<file path="src/hw/rtl/m68alu_pkg.sv">
// Shared types, codes and helpers for the 68000-style ALU.
package m68alu_pkg;

   // Operation codes carried on the request channel
   typedef enum logic [3:0] {
      CMD_ADD  = 4'd0,
      CMD_SUB  = 4'd1,
      CMD_AND  = 4'd2,
      CMD_OR   = 4'd3,
      CMD_EOR  = 4'd4,
      CMD_NOT  = 4'd5,
      CMD_MULS = 4'd6,
      CMD_MULU = 4'd7,
      CMD_DIVS = 4'd8,
      CMD_DIVU = 4'd9
   } cmd_type;

   // Controller states
   typedef enum logic [1:0] {
      ST_IDLE,
      ST_DISPATCH,
      ST_DIV,
      ST_FINISH
   } state_type;

   // Condition code bit positions (X N Z V C)
   localparam int CC_W = 5;
   localparam int CC_X = 4;
   localparam int CC_N = 3;
   localparam int CC_Z = 2;
   localparam int CC_V = 1;
   localparam int CC_C = 0;

   localparam int DATA_W   = 32;
   localparam int HALF_W   = 16;
   localparam int DIV_STEPS = DATA_W;
   localparam int CNT_W    = $clog2(DIV_STEPS);

   // Controller -> datapath commands
   typedef struct packed {
      logic load;      // capture request operands
      logic mul_step;  // register the 16x16 product
      logic div_step;  // one shift-subtract divide step
      logic finish;    // write result, flags and condition codes
   } dp_cmd_type;

   // Datapath -> controller status
   typedef struct packed {
      logic is_mul;
      logic is_div;
      logic div_zero;
   } dp_status_type;

   // N and Z of a 32-bit value, returned as {n, z}
   function automatic logic [1:0] nz_of(logic [DATA_W-1:0] value);
      nz_of = {value[DATA_W-1], (value == '0)};
   endfunction

endpackage

</file>
<file path="src/hw/rtl/m68alu_ctrl.sv">
// Controller state machine: sequences load, multiply, divide loop and result write.
module m68alu_ctrl (
   input  logic                      clock,
   input  logic                      reset,
   input  logic                      req_valid,
   output logic                      req_stall,
   output logic                      rsp_valid,
   input  logic                      rsp_stall,
   input  m68alu_pkg::dp_status_type status,
   output m68alu_pkg::dp_cmd_type    cmd
);

   m68alu_pkg::state_type           state_ff, state_in;
   logic [m68alu_pkg::CNT_W-1:0]    cnt_ff, cnt_in;
   logic                            out_valid_ff, out_valid_in;
   logic                            out_free;
   logic                            last_step;

   // Output register can take a new result when empty or being drained
   assign out_free  = !out_valid_ff || !rsp_stall;
   assign last_step = (cnt_ff == m68alu_pkg::CNT_W'(m68alu_pkg::DIV_STEPS - 1));

   // Next state
   always_comb begin
      state_in = state_ff;
      unique case (state_ff)
         m68alu_pkg::ST_IDLE: begin
            if (req_valid) state_in = m68alu_pkg::ST_DISPATCH;
         end
         m68alu_pkg::ST_DISPATCH: begin
            if (status.is_div && !status.div_zero) state_in = m68alu_pkg::ST_DIV;
            else state_in = m68alu_pkg::ST_FINISH;
         end
         m68alu_pkg::ST_DIV: begin
            if (last_step) state_in = m68alu_pkg::ST_FINISH;
         end
         m68alu_pkg::ST_FINISH: begin
            if (out_free) state_in = m68alu_pkg::ST_IDLE;
         end
         default: state_in = m68alu_pkg::ST_IDLE;
      endcase
   end

   // Outputs and datapath commands
   always_comb begin
      cmd       = '0;
      req_stall = 1'b1;
      cnt_in    = cnt_ff;
      unique case (state_ff)
         m68alu_pkg::ST_IDLE: begin
            req_stall = 1'b0;
            cmd.load  = req_valid;
         end
         m68alu_pkg::ST_DISPATCH: begin
            cmd.mul_step = status.is_mul;
            cnt_in       = '0;
         end
         m68alu_pkg::ST_DIV: begin
            cmd.div_step = 1'b1;
            cnt_in       = cnt_ff + 1'b1;
         end
         m68alu_pkg::ST_FINISH: begin
            cmd.finish = out_free;
         end
         default: begin
            req_stall = 1'b1;
         end
      endcase
   end

   // Result valid: set on write, cleared on transfer
   always_comb begin
      out_valid_in = out_valid_ff && rsp_stall;
      if (cmd.finish) out_valid_in = 1'b1;
   end

   assign rsp_valid = out_valid_ff;

   always_ff @(posedge clock) begin
      if (reset) begin
         state_ff     <= m68alu_pkg::ST_IDLE;
         cnt_ff       <= '0;
         out_valid_ff <= 1'b0;
      end else begin
         state_ff     <= state_in;
         cnt_ff       <= cnt_in;
         out_valid_ff <= out_valid_in;
      end
   end

endmodule

</file>
<file path="src/hw/rtl/m68alu_dp.sv">
// Datapath: operand registers, adder, logic, multiplier, divide loop, flags.
module m68alu_dp (
   input  logic                      clock,
   input  logic                      reset,
   input  m68alu_pkg::dp_cmd_type    cmd,
   output m68alu_pkg::dp_status_type status,
   input  logic [3:0]                req_command,
   input  logic [31:0]               req_operand_a,
   input  logic [31:0]               req_operand_b,
   input  logic [31:0]               req_carry_addend,
   output logic [31:0]               rsp_result,
   output logic                      rsp_flag_x,
   output logic                      rsp_flag_n,
   output logic                      rsp_flag_z,
   output logic                      rsp_flag_v,
   output logic                      rsp_flag_c,
   output logic                      rsp_divide_by_zero
);

   localparam int DW = m68alu_pkg::DATA_W;
   localparam int HW = m68alu_pkg::HALF_W;
   localparam int CW = m68alu_pkg::CC_W;
   localparam logic [DW-1:0] SQ_POS_MAX = DW'((1 << (HW - 1)) - 1);
   localparam logic [DW-1:0] SQ_NEG_MAX = DW'(1 << (HW - 1));
   localparam logic [DW-1:0] UQ_MAX     = DW'((1 << HW) - 1);

   m68alu_pkg::cmd_type op_ff, op_in;
   logic [DW-1:0] a_ff, a_in, b_ff, b_in, c_ff, c_in;
   logic [HW-1:0] dvs_ff, dvs_in;
   logic [DW-1:0] quo_ff, quo_in;
   logic [HW-1:0] rem_ff, rem_in;
   logic          neg_q_ff, neg_q_in, neg_r_ff, neg_r_in, dz_ff, dz_in;
   logic [DW-1:0] prod_ff, prod_in;
   logic [CW-1:0] ccr_ff, ccr_in;
   logic [DW-1:0] res_ff, res_in;
   logic [CW-1:0] flags_ff, flags_in;
   logic          dzo_ff, dzo_in;

   // Load-time operand conditioning for divides
   logic          ld_signed;
   logic [HW-1:0] ld_dvs_raw, ld_dvs_abs;
   logic [DW-1:0] ld_dvd_abs;

   // Divide step
   logic [HW:0]   rem_sh, rem_diff;
   logic          quo_bit;

   // Multiply
   logic signed [HW:0]     mul_a, mul_b;
   logic signed [2*HW+1:0] mul_p;
   logic                   op_signed_mul;

   // Result and flag formation
   logic [DW-1:0] sum, diff, logic_r, qlo;
   logic [HW-1:0] rem_s;
   logic          v_div;
   logic [1:0]    nz;
   logic [DW-1:0] res_fin;
   logic [CW-1:0] cc_fin;
   logic          dz_fin;
   logic          xkeep;

   // Status to controller
   always_comb begin
      status.is_mul   = (op_ff == m68alu_pkg::CMD_MULS) || (op_ff == m68alu_pkg::CMD_MULU);
      status.is_div   = (op_ff == m68alu_pkg::CMD_DIVS) || (op_ff == m68alu_pkg::CMD_DIVU);
      status.div_zero = dz_ff;
   end

   // Divide operands: magnitudes for the signed case
   always_comb begin
      ld_signed  = (m68alu_pkg::cmd_type'(req_command) == m68alu_pkg::CMD_DIVS);
      ld_dvs_raw = req_operand_a[DW-1 -: HW];
      ld_dvs_abs = (ld_signed && ld_dvs_raw[HW-1]) ? (~ld_dvs_raw + 1'b1) : ld_dvs_raw;
      ld_dvd_abs = (ld_signed && req_operand_b[DW-1]) ? (~req_operand_b + 1'b1)
                                                       : req_operand_b;
   end

   // Restoring divide: one quotient bit per step
   always_comb begin
      rem_sh   = {rem_ff, quo_ff[DW-1]};
      rem_diff = rem_sh - {1'b0, dvs_ff};
      quo_bit  = (rem_sh >= {1'b0, dvs_ff});
   end

   // 16x16 multiply, signed or unsigned through a 17-bit sign extension
   always_comb begin
      op_signed_mul = (op_ff == m68alu_pkg::CMD_MULS);
      mul_a = $signed({op_signed_mul & a_ff[DW-1], a_ff[DW-1 -: HW]});
      mul_b = $signed({op_signed_mul & b_ff[DW-1], b_ff[DW-1 -: HW]});
      mul_p = mul_a * mul_b;
   end

   // Final result and condition codes
   always_comb begin
      sum   = a_ff + b_ff + c_ff;
      diff  = a_ff - b_ff - c_ff;
      qlo   = neg_q_ff ? (~quo_ff + 1'b1) : quo_ff;
      rem_s = neg_r_ff ? (~rem_ff + 1'b1) : rem_ff;
      xkeep = ccr_ff[m68alu_pkg::CC_X];
      if (op_ff == m68alu_pkg::CMD_DIVS)
         v_div = neg_q_ff ? (quo_ff > SQ_NEG_MAX) : (quo_ff > SQ_POS_MAX);
      else
         v_div = (quo_ff > UQ_MAX);

      logic_r = '0;
      case (op_ff) inside
         m68alu_pkg::CMD_AND: logic_r = a_ff & b_ff;
         m68alu_pkg::CMD_OR:  logic_r = a_ff | b_ff;
         m68alu_pkg::CMD_EOR: logic_r = a_ff ^ b_ff;
         m68alu_pkg::CMD_NOT: logic_r = ~a_ff;
         m68alu_pkg::CMD_MULS,
         m68alu_pkg::CMD_MULU: logic_r = prod_ff;
         default: logic_r = '0;
      endcase

      res_fin = '0;
      cc_fin  = ccr_ff;
      dz_fin  = 1'b0;
      nz      = '0;
      case (op_ff) inside
         m68alu_pkg::CMD_ADD: begin
            res_fin = sum;
            nz      = m68alu_pkg::nz_of(sum);
            cc_fin  = '0;
            cc_fin[m68alu_pkg::CC_N] = nz[1];
            cc_fin[m68alu_pkg::CC_Z] = nz[0];
            cc_fin[m68alu_pkg::CC_C] = (a_ff[DW-1] & b_ff[DW-1])
                                     | (~sum[DW-1] & (a_ff[DW-1] | b_ff[DW-1]));
            cc_fin[m68alu_pkg::CC_X] = cc_fin[m68alu_pkg::CC_C];
            cc_fin[m68alu_pkg::CC_V] = (a_ff[DW-1] == b_ff[DW-1])
                                     && (sum[DW-1] != a_ff[DW-1]);
         end
         m68alu_pkg::CMD_SUB: begin
            res_fin = diff;
            nz      = m68alu_pkg::nz_of(diff);
            cc_fin  = '0;
            cc_fin[m68alu_pkg::CC_N] = nz[1];
            cc_fin[m68alu_pkg::CC_Z] = nz[0];
            cc_fin[m68alu_pkg::CC_C] = ((a_ff[DW-1] ^ ~diff[DW-1])
                                     & (b_ff[DW-1] ^ diff[DW-1])) ^ diff[DW-1];
            cc_fin[m68alu_pkg::CC_X] = cc_fin[m68alu_pkg::CC_C];
            cc_fin[m68alu_pkg::CC_V] = (a_ff[DW-1] ^ diff[DW-1])
                                     & (~b_ff[DW-1] ^ diff[DW-1]);
         end
         m68alu_pkg::CMD_AND, m68alu_pkg::CMD_OR, m68alu_pkg::CMD_EOR,
         m68alu_pkg::CMD_NOT, m68alu_pkg::CMD_MULS, m68alu_pkg::CMD_MULU: begin
            res_fin = logic_r;
            nz      = m68alu_pkg::nz_of(logic_r);
            cc_fin  = '0;
            cc_fin[m68alu_pkg::CC_X] = xkeep;
            cc_fin[m68alu_pkg::CC_N] = nz[1];
            cc_fin[m68alu_pkg::CC_Z] = nz[0];
         end
         m68alu_pkg::CMD_DIVS, m68alu_pkg::CMD_DIVU: begin
            if (dz_ff) begin
               // zero divisor: flags kept, dividend returned
               res_fin = b_ff;
               dz_fin  = 1'b1;
            end else begin
               nz      = m68alu_pkg::nz_of(qlo);
               cc_fin  = '0;
               cc_fin[m68alu_pkg::CC_X] = xkeep;
               cc_fin[m68alu_pkg::CC_N] = nz[1];
               cc_fin[m68alu_pkg::CC_Z] = nz[0];
               cc_fin[m68alu_pkg::CC_V] = v_div;
               res_fin = v_div ? b_ff : {rem_s, qlo[HW-1:0]};
            end
         end
         default: begin
            res_fin = '0;
         end
      endcase
   end

   // Next values of all datapath registers
   always_comb begin
      op_in    = op_ff;
      a_in     = a_ff;
      b_in     = b_ff;
      c_in     = c_ff;
      dvs_in   = dvs_ff;
      quo_in   = quo_ff;
      rem_in   = rem_ff;
      neg_q_in = neg_q_ff;
      neg_r_in = neg_r_ff;
      dz_in    = dz_ff;
      prod_in  = prod_ff;
      ccr_in   = ccr_ff;
      res_in   = res_ff;
      flags_in = flags_ff;
      dzo_in   = dzo_ff;
      if (cmd.load) begin
         op_in    = m68alu_pkg::cmd_type'(req_command);
         a_in     = req_operand_a;
         b_in     = req_operand_b;
         c_in     = req_carry_addend;
         dvs_in   = ld_dvs_abs;
         quo_in   = ld_dvd_abs;
         rem_in   = '0;
         neg_q_in = ld_signed & (req_operand_b[DW-1] ^ req_operand_a[DW-1]);
         neg_r_in = ld_signed & req_operand_b[DW-1];
         dz_in    = (ld_dvs_raw == '0);
      end
      if (cmd.mul_step) prod_in = mul_p[DW-1:0];
      if (cmd.div_step) begin
         quo_in = {quo_ff[DW-2:0], quo_bit};
         rem_in = quo_bit ? rem_diff[HW-1:0] : rem_sh[HW-1:0];
      end
      if (cmd.finish) begin
         ccr_in   = cc_fin;
         res_in   = res_fin;
         flags_in = cc_fin;
         dzo_in   = dz_fin;
      end
   end

   // Condition code state
   always_ff @(posedge clock) begin
      if (reset) ccr_ff <= '0;
      else ccr_ff <= ccr_in;
   end

   // Payload registers
   always_ff @(posedge clock) begin
      op_ff    <= op_in;
      a_ff     <= a_in;
      b_ff     <= b_in;
      c_ff     <= c_in;
      dvs_ff   <= dvs_in;
      quo_ff   <= quo_in;
      rem_ff   <= rem_in;
      neg_q_ff <= neg_q_in;
      neg_r_ff <= neg_r_in;
      dz_ff    <= dz_in;
      prod_ff  <= prod_in;
      res_ff   <= res_in;
      flags_ff <= flags_in;
      dzo_ff   <= dzo_in;
   end

   assign rsp_result         = res_ff;
   assign rsp_flag_x         = flags_ff[m68alu_pkg::CC_X];
   assign rsp_flag_n         = flags_ff[m68alu_pkg::CC_N];
   assign rsp_flag_z         = flags_ff[m68alu_pkg::CC_Z];
   assign rsp_flag_v         = flags_ff[m68alu_pkg::CC_V];
   assign rsp_flag_c         = flags_ff[m68alu_pkg::CC_C];
   assign rsp_divide_by_zero = dzo_ff;

endmodule

</file>
<file path="src/hw/rtl/cpu68k_alu_with_condition_codes_top.sv">
// Top level of the 68000-style ALU with condition codes.
//
//   channel   direction   handshake           payload
//   req_      in          req_valid/stall     command, operand_a, operand_b, carry_addend
//   rsp_      out         rsp_valid/stall     result, flag_x..flag_c, divide_by_zero
//
// Add, sub, logic, not and multiplies pass the dispatch and finish states before
// the result register is loaded; divides also run the 32-step shift-subtract loop,
// which produces one quotient bit per cycle. A zero divisor skips the loop. A new
// request is taken only once the result of the last one has been written.
// Reset is synchronous; it clears the condition codes and the controller.
// A new request is taken while a finished result still waits under rsp_stall;
// only the write of the following result waits for the output register.
module cpu68k_alu_with_condition_codes_top (
   input  logic        clock,
   input  logic        reset,
   input  logic        req_valid,
   output logic        req_stall,
   input  logic [3:0]  req_command,
   input  logic [31:0] req_operand_a,
   input  logic [31:0] req_operand_b,
   input  logic [31:0] req_carry_addend,
   output logic        rsp_valid,
   input  logic        rsp_stall,
   output logic [31:0] rsp_result,
   output logic        rsp_flag_x,
   output logic        rsp_flag_n,
   output logic        rsp_flag_z,
   output logic        rsp_flag_v,
   output logic        rsp_flag_c,
   output logic        rsp_divide_by_zero
);

   m68alu_pkg::dp_cmd_type    dp_cmd;
   m68alu_pkg::dp_status_type dp_status;

   // Sequencer
   m68alu_ctrl u_ctrl (
      .clock     (clock),
      .reset     (reset),
      .req_valid (req_valid),
      .req_stall (req_stall),
      .rsp_valid (rsp_valid),
      .rsp_stall (rsp_stall),
      .status    (dp_status),
      .cmd       (dp_cmd)
   );

   // Arithmetic and flags
   m68alu_dp u_dp (
      .clock              (clock),
      .reset              (reset),
      .cmd                (dp_cmd),
      .status             (dp_status),
      .req_command        (req_command),
      .req_operand_a      (req_operand_a),
      .req_operand_b      (req_operand_b),
      .req_carry_addend   (req_carry_addend),
      .rsp_result         (rsp_result),
      .rsp_flag_x         (rsp_flag_x),
      .rsp_flag_n         (rsp_flag_n),
      .rsp_flag_z         (rsp_flag_z),
      .rsp_flag_v         (rsp_flag_v),
      .rsp_flag_c         (rsp_flag_c),
      .rsp_divide_by_zero (rsp_divide_by_zero)
   );

endmodule

</file>
<file path="config.mk">
export PLATFORM = sky130hd
export DESIGN_NAME = cpu68k_alu_with_condition_codes_top
export DESIGN_NICKNAME = d
export VERILOG_FILES = /design/src/hw/rtl/m68alu_pkg.sv /design/src/hw/rtl/m68alu_ctrl.sv /design/src/hw/rtl/m68alu_dp.sv /design/src/hw/rtl/cpu68k_alu_with_condition_codes_top.sv
export SDC_FILE = /design/constraint.sdc
export NUM_CORES = 2
export LEC_CHECK = 0
export BUFFER_PORTS_ARGS = -buffer_cell sky130_fd_sc_hd__buf_2
export CAP_MARGIN = 25
export CORE_AREA = 3 3 260 198
export CTS_CLUSTER_SIZE = 24
export DETAILED_ROUTE_END_ITERATION = 7
export DIE_AREA = 0 0 263 201
export GPL_TIMING_DRIVEN = 1
export PLACE_DENSITY = 0.75
export SKIP_CTS_REPAIR_TIMING = 1
export SYNTH_ARGS = -nofsm -noshare
export SYNTH_HDL_FRONTEND = slang
export SYNTH_SLANG_ARGS = --single-unit
export TNS_END_PERCENT = 5
</file>
<file path="constraint.sdc">
create_clock -name clock -period 8.7 [get_ports clock]
set_input_delay 2.61 -clock clock [delete_from_list [all_inputs] [get_ports clock]]
set_output_delay 2.61 -clock clock [all_outputs]
set_load 0.01 [all_outputs]
</file>
==> out/metrics.csv <==
metric,value,unit
status,"complete, no violations",
number of synthesized register bits,249,
final count of pins violating max slew,0,
Area Overhead vs Synth,7.651,%
global-route usage over all layers,39.66,%
leading register cell type out of synthesis,edfxtp_1,
Port Buffers,143,
Top Metal Used,met5,
syn_area_per_cell,9.246,um^2
pin count of the biggest net entering global routing,75,
Worst R2R Path Depth,25,
"top cells by area, synth","edfxtp_1, fa_1, ha_1, inv_1, nand2_1",
CP top delay family,adder cells,
Met2 Wirelength,43640,um
fraction of layout instances using a drive strength above 1,7.490,%
# IOs,144,
Final #Nets,4004,
crit-path max cell delay,0.73,ns
Pre-Repair DR Iteration Count,8,
total number of vias,25790,
Die Height,201,um
initial antenna violation count,3,
worst path bufs/invs,3,
max cap viols,0,
placed cell area,31210,um^2
met3 wire length,15230,um
post-route cell area,32110,um^2
CP endpoint kind,flop,
Die ar.,52860,um^2
Async SR Flop Fraction,0,%
worst-margin pin slew,1.260,ns
Core Box Area,48870,um^2
GR Overflow Total,0,
Startpoint Class,flop,
"most used cell, CP",fa_1,
Met1 Wirelength,42090,um
Final Cycle Share,91.89,%
final hold vios,0,
TritonCTS Buffers,28,
Clock Pin Slew Worst Setup and Hold Paths,0.07,ns
first-pass GRT wire length,159200,um
FMAX,125.1,MHz
relative slew slack,15.67,%
unrepaired setup endpoints after global routing,false,
top cell type's share of synthesized area,23.76,%
clock sink total,249,
Required @ worst endpoint,9.06,ns
Crit-path slowest cell,nor3_1,
sequential element share of the synthesized area,24.63,%
flop2flop setup slack,0.71,ns
Post-Route WL,105900,um
crit-path max FO,12,
Fillers,3979,
final setup vio count,0,
Synth Warn #,0,
vias in the first global route,25570,
Starting Density,61.03,%
H-tree depth,1,
vias per cell,6.468,
Synth Cell Area,29830,um^2
worst path arrival time,8.35,ns
"area leader, netlist",edfxtp_1,
Max clock buf depth,3,
Setup Skew,0.02252,ns
Critical Path Stages,25,
Routed Antenna Nets,0,
TritonCTS clock tree,yes,
Final TNS setup,0,ns
hold depth,2,
1st-iter DRT viols,3605,
Avg WL per Cell,26.57,um
Rows,70,
worst hold path type,reg2reg,
Setup Crit Path Kind,reg2reg,
Root Buffer,clkbuf_16,
DRC Markers,0,
post-route minimum period,7.994,ns
worst skew pair latency,0.60,ns
Placer Congestion,1.044,
die outline width,263,um
Syn Nets,3913,
Detail Placement HPWL,84690,um
Mapped Cells,3226,
Cell variety after synth,89,
number of synthesized flops with an enable pin,236,
## stage by stage
stage,setup WS [ns],std cells,util [%],hold WS [ns]
global placement,1.047,3934,63.82,0.4516
floorplan,1.558,3226,-,0.4419
detailed placement,0.7887,3935,63.86,0.4711
global route,0.1247,3986,65.70,0.5126
finish,0.7056,3987,65.70,0.4866
CTS,0.7721,3986,65.70,0.4818
## cells in the final DEF (no fill, tap or decap), types with 15 or more instances in the layout
cell type / n
buf_4: 41
o21a_1: 21
inv_1: 456
a21oi_1: 194
edfxtp_1: 236
and2_1: 15
o31ai_1: 24
buf_2: 143
clkinv_1: 16
o21ai_0: 156
ha_1: 236
xor2_1: 63
mux2i_1: 51
nand2b_1: 30
nor3_1: 38
a31oi_1: 15
nor4_1: 34
xnor2_1: 119
nor2_1: 304
nand2_1: 344
nand3_1: 40
fa_1: 346
or3_1: 15
a211oi_1: 23
nor2b_1: 19
o211ai_1: 17
clkbuf_16: 28
nand4_1: 27
a21o_1: 33
## logic make-up after synthesis
logic type      after synthesis  share of synthesized area, %
compound gates              627                         13.20
buf+inv                     596                         7.563
simple gates                933                         14.20
mux                          55                         1.862
fa+ha+maj                   584                         33.20
flops                       249                         24.63
xor+xnor                    182                         5.344
## sequential cells by signal, summed over array words and instances, names as in the netlist, 16 cells and up
signal	count
u_dp.a_ff	31
u_dp.b_ff	32
u_dp.c_ff	32
u_dp.dvs_ff	16
u_dp.prod_ff	32
u_dp.quo_ff	32
u_dp.rem_ff	16
u_dp.rsp_result	32
## final timing paths
path / start / endpoint
max: u_dp.op_ff[3]$_DFFE_PP_ / u_dp.prod_ff[31]$_DFFE_PP_
min: u_ctrl.cnt_ff[4]$_SDFFE_PP0P_ / u_ctrl.cnt_ff[4]$_SDFFE_PP0P_
max reg2reg: u_dp.op_ff[3]$_DFFE_PP_ / u_dp.prod_ff[31]$_DFFE_PP_
min reg2reg: u_ctrl.cnt_ff[4]$_SDFFE_PP0P_ / u_ctrl.cnt_ff[4]$_SDFFE_PP0P_
## worst register-to-register path, delay by kind of cell (launching register included)
kind	cells	cell delay, ns
adders and majority gates	7	3.28
buffers and inverters	3	0.47
xor gates and xnor gates	1	0.08
AOI/OAI and AO/OA	8	1.73
and+or+nand+nor	6	1.65
DFF	1	0.54
## synth_stat cells, types with 17 or more instances
cell type,instances
nand2_1,344
nand3_1,40
nor4_1,34
nor3_1,38
a21o_1,33
edfxtp_1,236
ha_1,237
nor2b_1,20
xnor2_1,119
inv_1,457
mux2i_1,51
o21ai_0,156
clkbuf_1,103
nand2b_1,30
nor2_1,304
nand4_1,27
a211oi_1,23
a21oi_1,194
o31ai_1,24
o211ai_1,17
xor2_1,63
o21a_1,21
fa_1,346
## cell type report
| cell class | instances | area [um^2] | area share [%] |
|---|---|---|---|
| inverter | 472 | 1774 | 5.525 |
| multi-input combinational | 2381 | 20230 | 63.01 |
| antenna | 1 | 2.502 | 0.007793 |
| sequential | 249 | 7347 | 22.88 |
| timing repair buffer | 185 | 1044 | 3.250 |
| clock buffer | 32 | 715.7 | 2.229 |
| clock inverter | 19 | 183.9 | 0.5728 |
| tap | 648 | 810.8 | 2.525 |
## per-layer routing
metal / GRT usage, % / up-vias
met4: 13.97 / 9
met1: 56.54 / 12580
li1: - / 11050
met5: 1.261 / -
met3: 12.87 / 331
met2: 56.87 / 1818
Power is left out: the tool's default activity adds up to more than one toggle a clock period on the data nets, which glitch-free logic cannot reach.
